===== src/design/gdr_div.sv =====
// ---------------------------------------------------------------------------
// gdr_div: iterative restoring divider
// One quotient bit per cycle, numerator and divisor of WIDTH bits.
// ---------------------------------------------------------------------------
`default_nettype none
module gdr_div #(
  parameter int WIDTH = 48
) (
  input  wire logic             clk,
  input  wire logic             rst_n,
  input  wire logic             start,
  input  wire logic [WIDTH-1:0] num,
  input  wire logic [WIDTH-1:0] den,
  output logic                  done,
  output logic [WIDTH-1:0]      quo
);
  localparam int CW = $clog2(WIDTH + 1);
  logic [WIDTH-1:0] rem_r, q_r, d_r;
  logic [CW-1:0]    cnt_r;
  logic             busy_r;
  logic [WIDTH:0]   trial;

  assign trial = {rem_r, q_r[WIDTH-1]} - {1'b0, d_r};
  assign quo   = q_r;

  always_ff @(posedge clk) begin
    if (!rst_n) begin
      busy_r <= 1'b0;
      done   <= 1'b0;
      cnt_r  <= '0;
    end else begin
      done <= 1'b0;
      if (start) begin
        busy_r <= 1'b1;
        rem_r  <= '0;
        q_r    <= num;
        d_r    <= den;
        cnt_r  <= CW'(WIDTH);
      end else if (busy_r) begin
        if (!trial[WIDTH]) begin
          rem_r <= trial[WIDTH-1:0];
          q_r   <= {q_r[WIDTH-2:0], 1'b1};
        end else begin
          rem_r <= {rem_r[WIDTH-2:0], q_r[WIDTH-1]};
          q_r   <= {q_r[WIDTH-2:0], 1'b0};
        end
        cnt_r <= cnt_r - 1'b1;
        if (cnt_r == CW'(1)) begin
          busy_r <= 1'b0;
          done   <= 1'b1;
        end
      end
    end
  end
endmodule
`default_nettype wire


===== config.mk =====
export PLATFORM = sky130hd
export DESIGN_NAME = gdr_div
export DESIGN_NICKNAME = d
export VERILOG_FILES = /design/src/design/gdr_div.sv
export SDC_FILE = /design/constraint.sdc
export NUM_CORES = 1
export LEC_CHECK = 0
export ABC_AREA = 1
export ABC_CLOCK_PERIOD_IN_PS = 5700
export BUFFER_PORTS_ARGS = -buffer_cell sky130_fd_sc_hd__buf_2
export CORE_AREA = 2 2 134 136
export DETAILED_ROUTE_END_ITERATION = 6
export DIE_AREA = 0 0 136 138
export PLACE_DENSITY_LB_ADDON = 0.25
export SLEW_MARGIN = 20
export SYNTH_ARGS = -nofsm -noshare
export SYNTH_HDL_FRONTEND = slang
export SYNTH_SLANG_ARGS = --single-unit

===== constraint.sdc =====
create_clock -name clk -period 5.7 [get_ports clk]
set_input_delay 0.285 -clock clk [delete_from_list [all_inputs] [get_ports clk]]
set_output_delay 0.285 -clock clk [all_outputs]
set_load 0.02 [all_outputs]

==> run summary <==
Sw frac -> 0.3854
Post-synth EDFFs -> 144
Critical Path Source Type -> flip-flop
Critical Path RT -> 5.89 ns
Share of layout cells above drive strength 1 -> 0.1262
Critical path type -> flip-flop to flip-flop
Reg2reg end -> rem_r[29]$_SDFFCE_PP0P_
Seq/Total Area, Yosys -> 0.4193
Core Util, Final -> 0.6942
Vias in the first global route -> 9149
Synth cell types -> 35
Syn avg cell area -> 6.877 µm²
CTS Sinks -> 152
# diodes -> 0
Setup violations, final -> 0
Num rows -> 49
Routability cong. -> 0.9717
# Post-CTS Setup Buffers -> 0
Worst Clk Skew -> 0.01420 ns
DRC errors left -> 0
Min-Delay Path Class -> input pin to flip-flop
Worst hold stages -> 1
Crit path max fanout -> 61
Worst r2r src -> quo[47]$_DFFE_PP_
DIE WIDTH -> 136 µm
TritonRoute pass-1 iters -> 5
Chip height -> 138 µm
R2R depth -> 17
Post-route insts no fill -> 1941
Pleak -> 6.714 nW
CTS tree -> done
Period utilization -> 0.5187
CP dominant cell by count -> nand2_1
Skew-Pair Late Insertion Delay -> 0.44 ns
Gr ovfl total -> 0
Final WL -> 26.89 mm
Clock-pin slew on the worst setup and hold paths -> 0.08 ns
Commonest non-fill, non-tap cell in the layout -> nand2_1
Fmax -> 338.3 MHz
First-pass GRT wire length -> 43.33 mm
Final nets -> 1849
WP data arrival -> 3.14 ns
Post-CTS sizing -> 0
Mapped Nets -> 1705
Yosys warns -> 0
Setup crit end kind -> flip-flop
Initial antenna violation count -> 0
I/O pins -> 148
Crit path time final -> 2.956 ns
Post-synth ARST share -> 0
Setup slack, reg-to-reg -> 2.74 ns
Via-to-Cell Ratio -> 4.925
Routed vias -> 9559
Crit-path cells -> inv_1 > ha_1 > fa_1 > inv_1 > nand2_1 > nand2_1 > nand3_1 > nand2_1 > nand2_1 > nand2_2 > nand2_2 > nand3_2 > nand2_1 > nand2_4 > nand2_1 > nand2_1 > nor2_1
Tightest Pin Transition -> 0.8545 ns
DP HPWL -> 20.80 mm
Combinational cell fraction of total power -> 0.341
Pwr/cell area -> 322.2 nW/µm²
Part of the power in the clock network -> 0.292
End of the worst hold path -> d_r[8]$_DFFE_PP_
Highest-count cells in the layout ignoring fill and taps -> nand2_1 (666), inv_1 (314), nor2_1 (176), buf_2 (147), edfxtp_1 (144)
Starting density of the core -> 0.6099
Fin Setup TNS -> 0 ns
Status -> finished, final reports clean
P_int -> 0.002410 W
Unrepaired setup endpoints after global routing -> false
Htree depth -> 4
Slowest stage delay, CP -> 0.45 ns
Initial DRC Count -> 582
Switching power -> 0.001512 W
Peak VDD IR -> 0.2389 mV
Count of input and output buffers -> 147
Syn Inst Count -> 1555
Synth Register Bits -> 152
Largest net degree at the start of global routing -> 69
Cells after DPL -> 1909
Final Hold Vio Count -> 0
CTS Buf Count -> 17
Max Root-Sink Buffers -> 2
Ys flop type -> edfxtp_1
Routed len/inst -> 13.85 µm
Pwr Total -> 0.003922 W
Hold_buf cts -> 0
Startpoint of the worst hold path -> den[8]
CP max-delay cell -> nand2_4
Core area -> 17530 µm²
Clock root buffer -> clkbuf_16
Post-route ant nets -> 0
Area growth, synth to finish -> 13.83%
Max Slew Vio Count -> 0
Max-slew headroom -> 0.4297
Max_cap viols -> 0
Gr usage total -> 0.2939
Flop pwr share -> 0.367
Mapped Area -> 10690 µm²
Full die area -> 18770 µm²
## Yosys cell counts (2+ instances only)
| cell type | number | share of area |
|---|---|---|
| nor3_1 | 6 | 0.0028 |
| inv_1 | 315 | 0.11 |
| dfxtp_1 | 8 | 0.015 |
| nor2_1 | 176 | 0.062 |
| or2_2 | 2 | 0.0012 |
| buf_1 | 5 | 0.0018 |
| and2_1 | 2 | 0.0012 |
| nand2_2 | 6 | 0.0035 |
| nand3_2 | 2 | 0.0019 |
| buf_6 | 9 | 0.0095 |
| nand4_1 | 10 | 0.0059 |
| xor2_1 | 28 | 0.023 |
| nand2_1 | 667 | 0.23 |
| inv_2 | 8 | 0.0028 |
| edfxtp_1 | 144 | 0.40 |
| nor4_1 | 4 | 0.0023 |
| a21oi_1 | 31 | 0.015 |
| clkbuf_1 | 11 | 0.0039 |
| nand3_1 | 39 | 0.018 |
| nor2_2 | 9 | 0.0053 |
| clkinv_1 | 2 | 0.00070 |
| nand2_4 | 2 | 0.0021 |
| nor3b_1 | 2 | 0.0014 |
| xnor2_1 | 5 | 0.0041 |
| nor2_4 | 2 | 0.0021 |
| ha_1 | 50 | 0.059 |
| o21ai_0 | 2 | 0.00094 |
## power by group through the flow
| stage | clock, W | combinational [W] | sequential (W) |
|---|---|---|---|
| floorplan | 0 | 0.000976 | 0.00149 |
| global route | 0.00120 | 0.00152 | 0.00145 |
| finish | 0.00114 | 0.00134 | 0.00144 |
| CTS | 0.00115 | 0.00133 | 0.00144 |
| global placement | 0 | 0.00130 | 0.00146 |
| detailed placement | 0 | 0.00132 | 0.00146 |
## area by class of cell
| type | count | area, µm² |
|---|---|---|
| clock buffer | 18 | 439.2 |
| clock inverter | 14 | 147.6 |
| fill | 1547 | 5361 |
| inverter | 325 | 1221 |
| multi-input combinational | 1053 | 4836 |
| sequential | 152 | 4484 |
| tap | 229 | 286.5 |
| timing repair buffer | 150 | 758.2 |
## flip-flops by register name, indices dropped and copies added (netlist names)
| name | cells |
|---|---|
| done | 1 |
| rem_r | 48 |
| cnt_r | 6 |
| busy_r | 1 |
| quo | 48 |
| d_r | 48 |
## cell families (layout without fill, tap and decap cells)
group	Yosys count	count (layout)	share of synthesized area
adder cells (fa/ha/maj)	51	51	0.06037
AO/OA/AOI/OAI	37	37	0.01790
AND/OR/NAND/NOR	932	932	0.3462
flip-flops	152	152	0.4193
XOR/XNOR	33	33	0.02703
buffers and inverters	350	507	0.1292
## worst max-delay path: cells and delay by family, from the launching register on
family	cells	cell delay (ns)
adders and majority gates	2	0.63
and+or+nand+nor	13	1.48
DFF	1	0.38
buffers and inverters	2	0.17
## stage by stage
step                      hold WS [ns]  setup WS, ns  cell area (µm²)
final                          0.02281         2.744            12170
after global routing           0.01221         2.426            12170
after CTS                     0.009610         2.731            12170
after detailed placement        0.4635         2.737            11580
after global placement          0.4609         2.904            11580
after floorplan                 0.3839         2.571            10690
## how the worst max path moves through the flow
stage / startpoint / to / slack, ns / depth (start not counted)
after floorplan: start / quo[0]$_DFFE_PP_ / 2.57 / 3
after global placement: quo[47]$_DFFE_PP_ / rem_r[22]$_SDFFCE_PP0P_ / 2.90 / 17
after detailed placement: quo[47]$_DFFE_PP_ / rem_r[29]$_SDFFCE_PP0P_ / 2.74 / 17
after CTS: quo[47]$_DFFE_PP_ / rem_r[5]$_SDFFCE_PP0P_ / 2.73 / 17
after global routing: quo[47]$_DFFE_PP_ / rem_r[24]$_SDFFCE_PP0P_ / 2.43 / 17
final: quo[47]$_DFFE_PP_ / rem_r[29]$_SDFFCE_PP0P_ / 2.74 / 17
## per-layer routing
layer	vias to the layer above	global-route usage	part of all wire
met2	280	0.4962	0.48
met4	0	0.1042	0.027
met3	44	0.06051	0.066
met5	-	0	0
met1	4286	0.3730	0.43
li1	4949	-	-
Note: power is estimated with default switching activity, not from simulation.
